**src/sv/sjis_pkg.sv**
```systemverilog
`default_nettype none

package sjis_pkg;

  // Result kinds
  localparam logic [1:0] KIND_DATA = 2'd0;
  localparam logic [1:0] KIND_TERM = 2'd1;
  localparam logic [1:0] KIND_DONE = 2'd2;

  // Configuration register indexes
  localparam int unsigned CFG_IDX_W = 4;
  localparam logic [CFG_IDX_W-1:0] REG_CAPACITY    = 4'd0;
  localparam logic [CFG_IDX_W-1:0] REG_STRING_MODE = 4'd1;

  localparam int unsigned CFG_DATA_W = 16;
  localparam int unsigned CNT_OUT_W  = 16;
  localparam int unsigned COUNT_BITS_DEF = 16;

  // Byte classification
  localparam logic [7:0] ASCII_TOP   = 8'h80;
  localparam logic [7:0] LEAD_XOR    = 8'h20;
  localparam logic [7:0] LEAD_BASE   = 8'hA1;
  localparam logic [7:0] LEAD_SPAN   = 8'h2F;
  localparam logic [7:0] KANA_BASE   = 8'hA0;
  localparam logic [7:0] KANA_SPAN   = 8'h40;
  localparam logic [7:0] KANA_PREFIX = 8'h8E;

  // Trail byte arithmetic
  localparam logic [8:0]  TRAIL_ADD  = 9'h062;
  localparam logic [8:0]  TRAIL_BASE = 9'h0A2;
  localparam logic [15:0] TRAIL_OFS  = 16'h9FA1;

  typedef struct packed {
    logic [1:0]           kind;
    logic [7:0]           data;
    logic [CNT_OUT_W-1:0] count;
  } sjis_res_t;

  // Results caused by one source byte, packed from slot 0 upward
  typedef struct packed {
    logic [2:0]           num;
    sjis_res_t [3:0]      slot;
  } sjis_pack_t;

endpackage

`default_nettype wire

```
**src/sv/sjis_in_if.sv**
```systemverilog
`default_nettype none

interface sjis_in_if;
  logic       valid;
  logic       ready;
  logic [7:0] in_byte;
  logic       src_last;

  modport source (output valid, output in_byte, output src_last, input ready);
  modport sink   (input valid, input in_byte, input src_last, output ready);
endinterface

`default_nettype wire

```
**src/sv/sjis_out_if.sv**
```systemverilog
`default_nettype none

interface sjis_out_if;
  logic        valid;
  logic        ready;
  logic [1:0]  kind;
  logic [7:0]  out_byte;
  logic [15:0] byte_count;
  logic        run_end;

  modport source (output valid, output kind, output out_byte, output byte_count,
                  output run_end, input ready);
  modport sink   (input valid, input kind, input out_byte, input byte_count,
                  input run_end, output ready);
endinterface

`default_nettype wire

```
**src/sv/sjis_cfg_if.sv**
```systemverilog
`default_nettype none

interface sjis_cfg_if;
  logic        valid;
  logic        ready;
  logic [3:0]  index;
  logic [15:0] data;

  modport source (output valid, output index, output data, input ready);
  modport sink   (input valid, input index, input data, output ready);
endinterface

`default_nettype wire

```
**src/sv/sjis_core.sv**
```systemverilog
`default_nettype none

module sjis_core #(
  parameter int unsigned COUNT_BITS = sjis_pkg::COUNT_BITS_DEF
) (
  input  wire logic                 clk,
  input  wire logic                 rst_n,
  input  wire logic [7:0]           in_byte,
  input  wire logic                 src_last,
  input  wire logic [15:0]          capacity,
  input  wire logic                 string_mode,
  input  wire logic                 advance,
  output sjis_pkg::sjis_pack_t      pack
);
  import sjis_pkg::*;

  logic                  in_buffer_r, in_buffer_nxt;
  logic                  unlimited_r, strmode_r;
  logic [15:0]           room_left_r, room_left_nxt;
  logic [COUNT_BITS-1:0] produced_r, produced_nxt;
  logic                  halted_r, halted_nxt;
  logic                  lead_pending_r, lead_pending_nxt;
  logic [7:0]            held_lead_r, held_lead_nxt;

  logic                  start, unl, sm, hlt, lp;
  logic [15:0]           room;
  logic [COUNT_BITS-1:0] prod;
  logic [7:0]            hl;
  logic                  fits1, fits2;
  logic [7:0]            lead_off, kana_off;
  logic [8:0]            c1, c2;
  logic [15:0]           c3;
  logic [7:0]            trail_hi;
  logic [1:0]            take_k;
  logic [1:0]            ndata;
  logic [7:0]            d0, d1;
  logic                  term;
  logic [COUNT_BITS:0]   sum_take, sum_term;
  logic [COUNT_BITS-1:0] cnt;
  logic [31:0]           cnt32;
  logic [15:0]           cnt_cap;
  sjis_res_t [3:0]       cand;
  logic [3:0]            cand_vld;
  logic [2:0]            n;

  // Conversion of one byte against the current run state
  always_comb begin
    start = !in_buffer_r;
    unl   = start ? (capacity == 16'd0) : unlimited_r;
    sm    = start ? string_mode : strmode_r;
    room  = start ? (unl ? 16'd0 : capacity - 16'(string_mode)) : room_left_r;
    prod  = start ? '0 : produced_r;
    hlt   = start ? 1'b0 : halted_r;
    lp    = start ? 1'b0 : lead_pending_r;
    hl    = start ? 8'd0 : held_lead_r;

    fits1 = unl || (room != 16'd0);
    fits2 = unl || (room >= 16'd2);

    lead_off = (in_byte ^ LEAD_XOR) - LEAD_BASE;
    kana_off = in_byte - KANA_BASE;

    c1 = 9'(in_byte) + TRAIL_ADD - 9'(in_byte[7]);
    c2 = c1[8] ? c1 : c1 - TRAIL_BASE;
    c3 = 16'(c2) + TRAIL_OFS;
    trail_hi = {1'b0, hl[5:0], 1'b0} + c3[15:8];

    take_k           = 2'd0;
    ndata            = 2'd0;
    d0               = in_byte;
    d1               = in_byte;
    halted_nxt       = hlt;
    lead_pending_nxt = lp;
    held_lead_nxt    = hl;

    if (!hlt) begin
      priority if (lp) begin
        lead_pending_nxt = 1'b0;
        if (in_byte == 8'd0 || !fits2) begin
          halted_nxt = 1'b1;
        end else begin
          take_k = 2'd2;
          ndata  = unl ? 2'd0 : 2'd2;
          d0     = trail_hi;
          d1     = c3[7:0];
        end
      end else if (in_byte == 8'd0 && sm) begin
        halted_nxt = 1'b1;
      end else if (in_byte < ASCII_TOP) begin
        if (!fits1) begin
          halted_nxt = 1'b1;
        end else begin
          take_k = 2'd1;
          ndata  = unl ? 2'd0 : 2'd1;
        end
      end else if (lead_off < LEAD_SPAN) begin
        if (src_last) begin
          halted_nxt = 1'b1;
        end else begin
          held_lead_nxt    = in_byte;
          lead_pending_nxt = 1'b1;
        end
      end else if (kana_off < KANA_SPAN) begin
        if (!fits2) begin
          halted_nxt = 1'b1;
        end else begin
          take_k = 2'd2;
          ndata  = unl ? 2'd0 : 2'd2;
          d0     = KANA_PREFIX;
        end
      end else begin
        // any other byte: drop it
      end
    end

    room_left_nxt = unl ? room : room - 16'(take_k);
    sum_take      = {1'b0, prod} + (COUNT_BITS+1)'(take_k);
    produced_nxt  = sum_take[COUNT_BITS] ? '1 : sum_take[COUNT_BITS-1:0];

    // Terminator reservation is added to the count only in string mode
    sum_term = {1'b0, produced_nxt} + (COUNT_BITS+1)'(1);
    cnt      = (sm && !sum_term[COUNT_BITS]) ? sum_term[COUNT_BITS-1:0] :
               (sm ? '1 : produced_nxt);
    cnt32    = 32'(cnt);
    cnt_cap  = (cnt32 > 32'h0000_FFFF) ? 16'hFFFF : cnt32[15:0];

    term          = src_last && !unl && (sm || room_left_nxt != 16'd0);
    in_buffer_nxt = !src_last;
    if (src_last) begin
      lead_pending_nxt = 1'b0;
      halted_nxt       = 1'b0;
    end

    cand[0]     = '{kind: KIND_DATA, data: d0, count: 16'd0};
    cand[1]     = '{kind: KIND_DATA, data: d1, count: 16'd0};
    cand[2]     = '{kind: KIND_TERM, data: 8'd0, count: 16'd0};
    cand[3]     = '{kind: KIND_DONE, data: 8'd0, count: cnt_cap};
    cand_vld[0] = (ndata != 2'd0);
    cand_vld[1] = (ndata == 2'd2);
    cand_vld[2] = term;
    cand_vld[3] = src_last;

    // Compact the candidates into consecutive slots
    n         = 3'd0;
    pack.slot = cand;
    for (int i = 0; i < 4; i++) begin
      if (cand_vld[i]) begin
        pack.slot[n[1:0]] = cand[i];
        n = n + 3'd1;
      end
    end
    pack.num = n;
  end

  always_ff @(posedge clk) begin
    if (!rst_n) begin
      in_buffer_r    <= 1'b0;
      unlimited_r    <= 1'b0;
      strmode_r      <= 1'b0;
      room_left_r    <= 16'd0;
      produced_r     <= '0;
      halted_r       <= 1'b0;
      lead_pending_r <= 1'b0;
      held_lead_r    <= 8'd0;
    end else if (advance) begin
      in_buffer_r    <= in_buffer_nxt;
      unlimited_r    <= unl;
      strmode_r      <= sm;
      room_left_r    <= room_left_nxt;
      produced_r     <= produced_nxt;
      halted_r       <= halted_nxt;
      lead_pending_r <= lead_pending_nxt;
      held_lead_r    <= held_lead_nxt;
    end
  end

endmodule

`default_nettype wire

```
**src/sv/sjis_emit.sv**
```systemverilog
`default_nettype none

module sjis_emit (
  input  wire logic            clk,
  input  wire logic            rst_n,
  input  wire logic            load,
  input  wire sjis_pkg::sjis_pack_t pack,
  output logic                 load_ok,
  sjis_out_if.source           out_ch
);
  import sjis_pkg::*;

  sjis_res_t  slot_r [4];
  logic [2:0] num_r;
  logic [1:0] ptr_r;
  logic       beat;

  assign beat    = out_ch.valid && out_ch.ready;
  // Take a new group when nothing is left or the last result leaves now
  assign load_ok = (num_r == 3'd0) || (num_r == 3'd1 && out_ch.ready);

  always_ff @(posedge clk) begin
    if (!rst_n) begin
      num_r <= 3'd0;
      ptr_r <= 2'd0;
    end else if (load) begin
      num_r <= pack.num;
      ptr_r <= 2'd0;
    end else if (beat) begin
      num_r <= num_r - 3'd1;
      ptr_r <= ptr_r + 2'd1;
    end
  end

  always_ff @(posedge clk) begin
    if (load) begin
      for (int i = 0; i < 4; i++) begin
        slot_r[i] <= pack.slot[i];
      end
    end
  end

  assign out_ch.valid      = (num_r != 3'd0);
  assign out_ch.kind       = slot_r[ptr_r].kind;
  assign out_ch.out_byte   = slot_r[ptr_r].data;
  assign out_ch.byte_count = slot_r[ptr_r].count;
  assign out_ch.run_end    = (num_r == 3'd1);

endmodule

`default_nettype wire

```
**src/sv/sjis_to_eucjp_converter.sv**
```systemverilog
// Path: a source byte is registered in the input stage, then its results in the result bank.
// Throughput: one source byte per cycle while each byte gives at most one result
//   and results are taken; a byte with k results (up to 4) holds the port until
//   all k have left. The result serializer, one result per beat, sets that rate.
// Reset: synchronous, active low; clears the run state, the configuration and
//   all valid flags.
`default_nettype none

module sjis_to_eucjp_converter #(
  parameter int unsigned COUNT_BITS = sjis_pkg::COUNT_BITS_DEF
) (
  input  wire logic  clk,
  input  wire logic  rst_n,
  sjis_in_if.sink    in_ch,
  sjis_out_if.source out_ch,
  sjis_cfg_if.sink   cfg_ch
);
  import sjis_pkg::*;

  // Configuration registers. They are sampled by the core at the first byte
  // of each run, so a write during a run only shows at the next one.
  logic [15:0] capacity_r;
  logic        string_mode_r;

  // Input stage: one source byte waiting for the converter.
  logic        in_vld_r;
  logic [7:0]  in_byte_r;
  logic        in_last_r;

  logic        load_ok;
  logic        advance;
  sjis_pack_t  pack;

  assign cfg_ch.ready = 1'b1;

  always_ff @(posedge clk) begin
    if (!rst_n) begin
      capacity_r    <= 16'd0;
      string_mode_r <= 1'b0;
    end else if (cfg_ch.valid) begin
      unique case (cfg_ch.index)
        REG_CAPACITY:    capacity_r    <= cfg_ch.data;
        REG_STRING_MODE: string_mode_r <= cfg_ch.data[0];
        default: begin
          // unknown index: drop the write
        end
      endcase
    end
  end

  // Advance the held byte when the serializer can take its results. The
  // input stage refills in the same cycle, so a byte enters every cycle as
  // long as results keep draining.
  assign advance     = in_vld_r && load_ok;
  assign in_ch.ready = !in_vld_r || load_ok;

  always_ff @(posedge clk) begin
    if (!rst_n) begin
      in_vld_r <= 1'b0;
    end else if (in_ch.valid && in_ch.ready) begin
      in_vld_r <= 1'b1;
    end else if (advance) begin
      in_vld_r <= 1'b0;
    end
  end

  // Hold the payload while the stage is full
  always_ff @(posedge clk) begin
    if (in_ch.valid && in_ch.ready) begin
      in_byte_r <= in_ch.in_byte;
      in_last_r <= in_ch.src_last;
    end
  end

  // Classification, trail arithmetic, capacity and count bookkeeping; the
  // run state moves only when the byte advances.
  sjis_core #(
    .COUNT_BITS (COUNT_BITS)
  ) u_core (
    .clk         (clk),
    .rst_n       (rst_n),
    .in_byte     (in_byte_r),
    .src_last    (in_last_r),
    .capacity    (capacity_r),
    .string_mode (string_mode_r),
    .advance     (advance),
    .pack        (pack)
  );

  // Result register bank: hands the group out one beat at a time and marks
  // the last beat of the group with run_end. A byte that yields nothing
  // loads an empty group and passes straight through.
  sjis_emit u_emit (
    .clk     (clk),
    .rst_n   (rst_n),
    .load    (advance),
    .pack    (pack),
    .load_ok (load_ok),
    .out_ch  (out_ch)
  );

endmodule

`default_nettype wire

```
**src/flat_wrapper.sv**
```systemverilog
// flat-port wrapper written by rule: the top's interface ports become plain ports
module sjis_to_eucjp_converter_flat import sjis_pkg::*;
#(
  parameter int unsigned COUNT_BITS = sjis_pkg::COUNT_BITS_DEF
)
  (clk, rst_n, in_ch_valid, in_ch_in_byte, in_ch_src_last, in_ch_ready, out_ch_valid, out_ch_kind, out_ch_out_byte, out_ch_byte_count, out_ch_run_end, out_ch_ready, cfg_ch_valid, cfg_ch_index, cfg_ch_data, cfg_ch_ready);
  sjis_in_if in_ch_i ();
  sjis_out_if out_ch_i ();
  sjis_cfg_if cfg_ch_i ();
  input  wire logic clk;
  input  wire logic rst_n;
  input wire logic [$bits(in_ch_i.valid)-1:0] in_ch_valid;
  input wire logic [$bits(in_ch_i.in_byte)-1:0] in_ch_in_byte;
  input wire logic [$bits(in_ch_i.src_last)-1:0] in_ch_src_last;
  output wire logic [$bits(in_ch_i.ready)-1:0] in_ch_ready;
  output wire logic [$bits(out_ch_i.valid)-1:0] out_ch_valid;
  output wire logic [$bits(out_ch_i.kind)-1:0] out_ch_kind;
  output wire logic [$bits(out_ch_i.out_byte)-1:0] out_ch_out_byte;
  output wire logic [$bits(out_ch_i.byte_count)-1:0] out_ch_byte_count;
  output wire logic [$bits(out_ch_i.run_end)-1:0] out_ch_run_end;
  input wire logic [$bits(out_ch_i.ready)-1:0] out_ch_ready;
  input wire logic [$bits(cfg_ch_i.valid)-1:0] cfg_ch_valid;
  input wire logic [$bits(cfg_ch_i.index)-1:0] cfg_ch_index;
  input wire logic [$bits(cfg_ch_i.data)-1:0] cfg_ch_data;
  output wire logic [$bits(cfg_ch_i.ready)-1:0] cfg_ch_ready;
  assign in_ch_i.valid = in_ch_valid;
  assign in_ch_i.in_byte = in_ch_in_byte;
  assign in_ch_i.src_last = in_ch_src_last;
  assign in_ch_ready = in_ch_i.ready;
  assign out_ch_valid = out_ch_i.valid;
  assign out_ch_kind = out_ch_i.kind;
  assign out_ch_out_byte = out_ch_i.out_byte;
  assign out_ch_byte_count = out_ch_i.byte_count;
  assign out_ch_run_end = out_ch_i.run_end;
  assign out_ch_i.ready = out_ch_ready;
  assign cfg_ch_i.valid = cfg_ch_valid;
  assign cfg_ch_i.index = cfg_ch_index;
  assign cfg_ch_i.data = cfg_ch_data;
  assign cfg_ch_ready = cfg_ch_i.ready;
  sjis_to_eucjp_converter #(.COUNT_BITS(COUNT_BITS)) u_core (.clk(clk), .rst_n(rst_n), .in_ch(in_ch_i), .out_ch(out_ch_i), .cfg_ch(cfg_ch_i));
endmodule
```
**config.mk**
```make
export PLATFORM = sky130hd
export DESIGN_NAME = sjis_to_eucjp_converter_flat
export DESIGN_NICKNAME = d
export VERILOG_FILES = /design/src/sv/sjis_pkg.sv /design/src/sv/sjis_in_if.sv /design/src/sv/sjis_out_if.sv /design/src/sv/sjis_cfg_if.sv /design/src/sv/sjis_core.sv /design/src/sv/sjis_emit.sv /design/src/sv/sjis_to_eucjp_converter.sv /design/src/flat_wrapper.sv
export SDC_FILE = /design/constraint.sdc
export NUM_CORES = 1
export LEC_CHECK = 0
export ABC_AREA = 1
export BUFFER_PORTS_ARGS = -buffer_cell sky130_fd_sc_hd__clkbuf_2
export CORE_MARGIN = 4
export CORE_UTILIZATION = 56
export DETAILED_ROUTE_END_ITERATION = 10
export GPL_TIMING_DRIVEN = 1
export PLACE_DENSITY = 0.77
export SYNTH_ARGS = -nofsm -noshare
export SYNTH_HDL_FRONTEND = slang
export SYNTH_SLANG_ARGS = --single-unit
```
**constraint.sdc**
```tcl
create_clock -name clk -period 7.15 [get_ports clk]
set_clock_uncertainty 0.1 [all_clocks]
set_input_delay 0.715 -clock clk [delete_from_list [all_inputs] [get_ports clk]]
set_output_delay 0.715 -clock clk [all_outputs]
set_load 0.01 [all_outputs]
```
# Word level (Yosys, flattened, before mapping)
# Memory sizes are Yosys's and may differ from the RTL's. A register that Yosys moved wholly into a read port is not among the register bits.
# Index checks and enable logic that the tools add are counted.
[classes] addsub=16 order_cmp=10 eq_ne=3 n_mux=89 n_bitwise=5 reduce_logical=35
[op_table] op="$mux W104" count=3
[op_table] op="$bwmux W104" count=2
[op_table] op="$demux W26 S2" count=3
[op_table] op="$mux W8" count=18
[op_table] op="$mux W16" count=7
[op_table] op="$and A100 B100 Y100" count=1
[op_table] op="$not A100 Y100" count=1
[op_table] op="$mux W26" count=3
[op_table] op="$mux W2" count=19
[op_table] op="$reduce_bool A16 Y1" count=2
[op_table] op="$mux W1" count=28
[op_table] op="$add A16 B1 Y17 const B" count=1
[op_table] op="$add A16 B2 Y17" count=1
[op_table] op="$add A9 B16 Y16 const B" count=1
[op_table] op="$ge A16 B2 Y1 const B" count=1
[op_table] op="$logic_not A16 Y1" count=1
[op_table] op="$sub A16 B1 Y16" count=1
[op_table] op="$sub A16 B2 Y16" count=1
[op_table] op="$sub A8 B8 Y8 const B" count=2
[op_table] op="$mux W3" count=5
[op_table] op="$logic_and A1 B1 Y1" count=11
[op_table] op="$add A3 B1 Y3 const B" count=3
[op_table] op="$add A8 B7 Y9 const B" count=1
[op_table] op="$lt A2 B3 Y1 const B" count=3
[op_table] op="other kinds (24)" count=39
[word_totals] regBits=77 ramBits=104 input_bits=34 output_inout_bits=30 word_cells=174 n_memories=1
[memory_table] name="u_core.u_emit.slot_r" words=4 word_bits=26 read_ports=1 rd_ports_with_merged_regs=1 wr=4 line_no="sjis_emit.sv:13" rtl="sjis_res_t slot_r [4];"

# Logic depth before layout (Yosys ltp)
[logic_depth] ltp_word=26 ltp_mapped=44

# By module
# From an unflattened synthesis, not the netlist that was laid out.
[unflattened] cells_unflattened=1622 area_unflattened_um2=11860.1
[modules_own_cells] module="sjis_core" instances=1 cells_per_inst=1150 area_per_inst_um2=6357.3 seq_area_each_um2=860.8
[modules_own_cells] module="sjis_emit" instances=1 cells_per_inst=304 area_per_inst_um2=4239.1 seq_area_each_um2=3263.1
[modules_own_cells] module="sjis_to_eucjp_converter" instances=1 cells_per_inst=168 area_per_inst_um2=1263.7 seq_area_each_um2=630.6

# Least setup slack after synthesis
# No wires, ideal clock.
[synth_timing] path_type="register to register" startpoint="reg u_core.u_emit.num_r[1]" endpoint="reg u_core.u_core.room_left_r[1]" setup_ns=0.074 arrival_ns=6.781 t_required_ns=6.976 setup_slack_ns=0.195 stages_incl_launch_ff=14 path_buffers=1 path_cell_list="dfxtp_1 -> inv_1 -> ha_1 -> inv_1 -> nor2_1 -> nand2_1 -> nand2_1 -> inv_1 -> nor2_1 -> inv_1 -> nor2_1 -> clkinv_1 -> clkbuf_1 -> o21ai_0"
[synth_via] elab_chain_cells=4 elab_cells_between_ends=5
[synth_rtl] element="start, declared" line_no="sjis_emit.sv:14" rtl="logic [2:0] num_r;"
[synth_rtl] element="start signal, assigned" line_no="sjis_emit.sv:27" rtl="num_r <= pack.num;"
[synth_rtl] element="start signal, assigned" line_no="sjis_emit.sv:30" rtl="num_r <= num_r - 3'd1;"
[synth_rtl] element="$eq A3 B1 Y1"
[synth_rtl] element="via out_ch_run_end" line_no="flat_wrapper.sv:20" rtl="output wire logic [$bits(out_ch_i.run_end)-1:0] out_ch_run_end;"
[synth_rtl] element="$logic_and A1 B1 Y1" line_no="sjis_emit.sv:20" rtl="assign load_ok = (num_r == 3'd0) || (num_r == 3'd1 && out_ch.ready);"
[synth_rtl] element="$logic_or A1 B1 Y1" line_no="sjis_emit.sv:20"
[synth_rtl] element="$logic_and A1 B1 Y1" line_no="sjis_to_eucjp_converter.sv:54" rtl="assign advance = in_vld_r && load_ok;"
[synth_rtl] element="via u_core.advance" line_no="sjis_to_eucjp_converter.sv:31" rtl="logic advance;"
[synth_rtl] element="end signal, assigned" line_no="sjis_core.sv:169" rtl="room_left_r <= room_left_nxt;"
[synth_rtl] element="end, declared" line_no="sjis_core.sv:19" rtl="logic [15:0] room_left_r, room_left_nxt;"
# The timed path passes the listed nets, and every way through them passes these cells.
# A chain may end at the register's enable or synchronous reset.

==> impl_results.md <==
- Part of the Yosys area used for sequential elements: 0.4150
- Vias in the first global route: 8589
- HPWL after detailed placement: 17.29 mm
- Die X: 143.6 um
- Top post-synthesis cells by area: edfxtp_1 (28%), dfxtp_1 (13%), nand2_1 (10%)
- Number of endpoints failing setup at the final stage: 0
- Worst-path clk slew: 0.07 ns
- Pleak: 5.123 nW
- Post-Place Cell Area: 10780 sq um
- Status: finished clean
- TritonCTS Buffers: 17
- Ys async rst share: 0
- Net switching fraction of the power: 0.3942
- H-tree levels: 4
- Final Max Tran Viols: 0
- Critical path capture point type: register
- Largest stage delay, worst path: 0.51 ns
- Fmax achieved: 158.4 MHz
- Dominant register cell in the synthesized netlist: edfxtp_1
- First-pass GRT wire length: 40.16 mm
- DIE AREA: 20630 sq um
- Number of nets in the finished design: 1512
- Per-cell via count in the routed design: 5.451
- Sequential power share: 0.373
- Type of the worst setup path: reg2reg
- Synthesized flop and latch total: 165
- Pin count of the biggest net entering global routing: 95
- Comb pwr share: 0.355
- Setup TNS after final layout: 0 ns
- Clock sinks: 165
- Total DRC errors in the routed layout: 0
- Total number of placement rows: 49
- Post-DRT Antenna Nets: 0
- Post-Syn Instances: 1392
- Count of different cell masters after synthesis: 53
- Ratio of total power to cell area: 299.9 nW/um^2
- Setup repair after global routing missed its margin: false
- Antenna cells: 0
- CP max-delay cell: fa_1
- CTS tree: done
- Quantity of gates resized following cts: 0
- Initial DRC Count: 683
- Final WL: 23.95 mm
- Hold-fix buffer count after cts: 0
- Vias: 9169
- Largest voltage drop on the vdd net: 0.0002150 V
- Number of endpoints with negative hold slack in the final report: 0
- Fraction of layout cells with a size suffix above 1: 0.1163
- CTS root buffer: clkbuf_16
- Number of post-CTS setup repair buffers: 0
- Post-synth design cell area: 10300 sq um
- Design internal power: 2.070 mW
- Required time of the worst setup path: 7.21 ns
- Post-layout power: 3.417 mW
- Synthesized area divided by synthesized cell count: 7.399 sq um
- Headroom to the max-slew limit: 0.2214
- Antenna violations before repair: 0
- Path category of the worst min-delay check: in2reg
- CTS Buffer Depth: 2
- Number of port buffers: 62
- Crit path max fanout: 12
- Max-capacitance violation count: 0
- Clock Latency Late Sink: 0.44 ns
- Syn. warnings: 0
- Die height: 143.6 um
- Worst Max-Slew Pin Slew: 1.168 ns
- Routed wire length per instance: 14.24 um
- Final weighted congestion in routability-driven placement: 0.9333
- Ratio of final minimum period to clock period: 0.8830
- Clk network pwr share: 0.272
- Final critical delay including setup and external delays: 6.313 ns
- I/O pin cnt: 64
- Total gr overflow: 0
- Critical path startpoint category: register
- Combined global-route utilization of all metal layers: 0.2396
- Switch Pwr: 1.347 mW
- EDFF count, synth: 97
- Placeable core region: 18020 sq um
- Area fraction of the dominant cell type after synthesis: 0.2828
- First drt pass iteration count: 5
- Area growth from synthesis to layout: 10.59%
- Design Area, Final: 11390 sq um
- Dominant cell type by area after synthesis: edfxtp_1
- Initial standard-cell utilization of the core: 0.5714
- Signal arrival time at the worst endpoint: 6.38 ns
stage by stage:
stage                     worst slack (ns)  hold slack [ns]  instances    util
final                               0.8367           0.3462       1682  0.6320
after global routing                0.1052           0.3304       1682  0.6320
after CTS                           0.9202           0.3305       1682  0.6320
after detailed placement            0.9474           0.3496       1650  0.5979
after global placement               1.171           0.3386       1650  0.5979
after floorplan                     0.1949           0.3281       1393       -
power groups by stage:
stage	registers (mW)	logic [mW]	clock network (mW)
6_report	1.28	1.21	0.930
2_1_floorplan	1.28	0.882	0
3_5_place_dp	1.30	1.21	0
4_1_cts	1.27	1.21	0.946
5_1_grt	1.29	1.37	0.989
3_3_place_gp	1.29	1.19	0
layer usage:
metal	part of all wire	global-route usage	routed length, um
met1	0.44	0.3204	10620
met2	0.47	0.3931	11210
met3	0.065	0.04692	1566
met4	0.023	0.07978	550
met5	0	0	0
kinds of logic after synthesis:
| logic type | synth area share |
|---|---|
| AND/OR/NAND/NOR | 0.2682 |
| flip-flops | 0.4150 |
| other | 0.0007291 |
| XOR/XNOR | 0.03401 |
| adder cells (fa/ha/maj) | 0.04835 |
| AO/OA/AOI/OAI | 0.1450 |
| buffers and inverters | 0.08868 |
cell usage after synthesis (6+ instances only):
cell type / instances
a21oi_1: 74
clkbuf_1: 31
clkinv_1: 6
dfxtp_1: 68
edfxtp_1: 97
ha_1: 35
inv_1: 165
inv_2: 19
nand2_1: 280
nand2_2: 8
nand3_1: 84
nand4_1: 14
nor2_1: 210
nor2_2: 13
nor3_1: 9
o211ai_1: 6
o21ai_0: 129
o21ai_2: 8
o22ai_1: 28
xnor2_1: 7
xor2_1: 33
flip-flops by register name (all words and copies together), names as in the netlist, 2 cells and up, named ones only:
signal	cells
u_core.capacity_r	16
u_core.in_byte_r	8
u_core.u_core.held_lead_r	6
u_core.u_core.produced_r	16
u_core.u_core.room_left_r	16
u_core.u_emit.num_r	3
u_core.u_emit.ptr_r	2
u_core.u_emit.slot_r	88
cell usage in the layout (no fill, tap or decap), types with 19 or more instances in the layout:
| cell type | instances |
|---|---|
| a21oi_1 | 74 |
| clkbuf_2 | 62 |
| dfxtp_1 | 68 |
| edfxtp_1 | 97 |
| ha_1 | 35 |
| inv_1 | 165 |
| inv_2 | 19 |
| nand2_1 | 280 |
| nand3_1 | 84 |
| nor2_1 | 208 |
| o21ai_0 | 129 |
| o22ai_1 | 28 |
| xor2_1 | 33 |
layout make-up:
class	instances	area, sq um
clock buffers	17	425.4
clock inverters	15	188.9
fillers	1620	6634
inverters	191	719.4
multi-input cells	995	5126
flip-flops and latches	165	4274
well taps	229	286.5
repair buffers	70	370.4
worst paths after layout:
kind	endpoint	cells past startpoint	from	slack, ns
hold / removal	u_core.in_byte_r[7]	1	in_ch_in_byte[7]	0.35
hold reg to reg	u_core.u_core.produced_r[11]	2	u_core.u_core.produced_r[11]	0.37
setup / recovery	u_core.u_emit.slot_r[2][10]	35	u_core.capacity_r[0]	0.84
setup reg to reg	u_core.u_emit.slot_r[2][10]	35	u_core.capacity_r[0]	0.84
critical path: cells and delay by family, from the launching register on:
family / cells / cell delay (ns)
compound gates: 2 / 0.52
xor+xnor: 1 / 0.28
fa+ha+maj: 4 / 1.18
buf+inv: 6 / 0.71
flops: 1 / 0.32
simple gates: 22 / 2.89
Power figures use the tool's default switching activity.
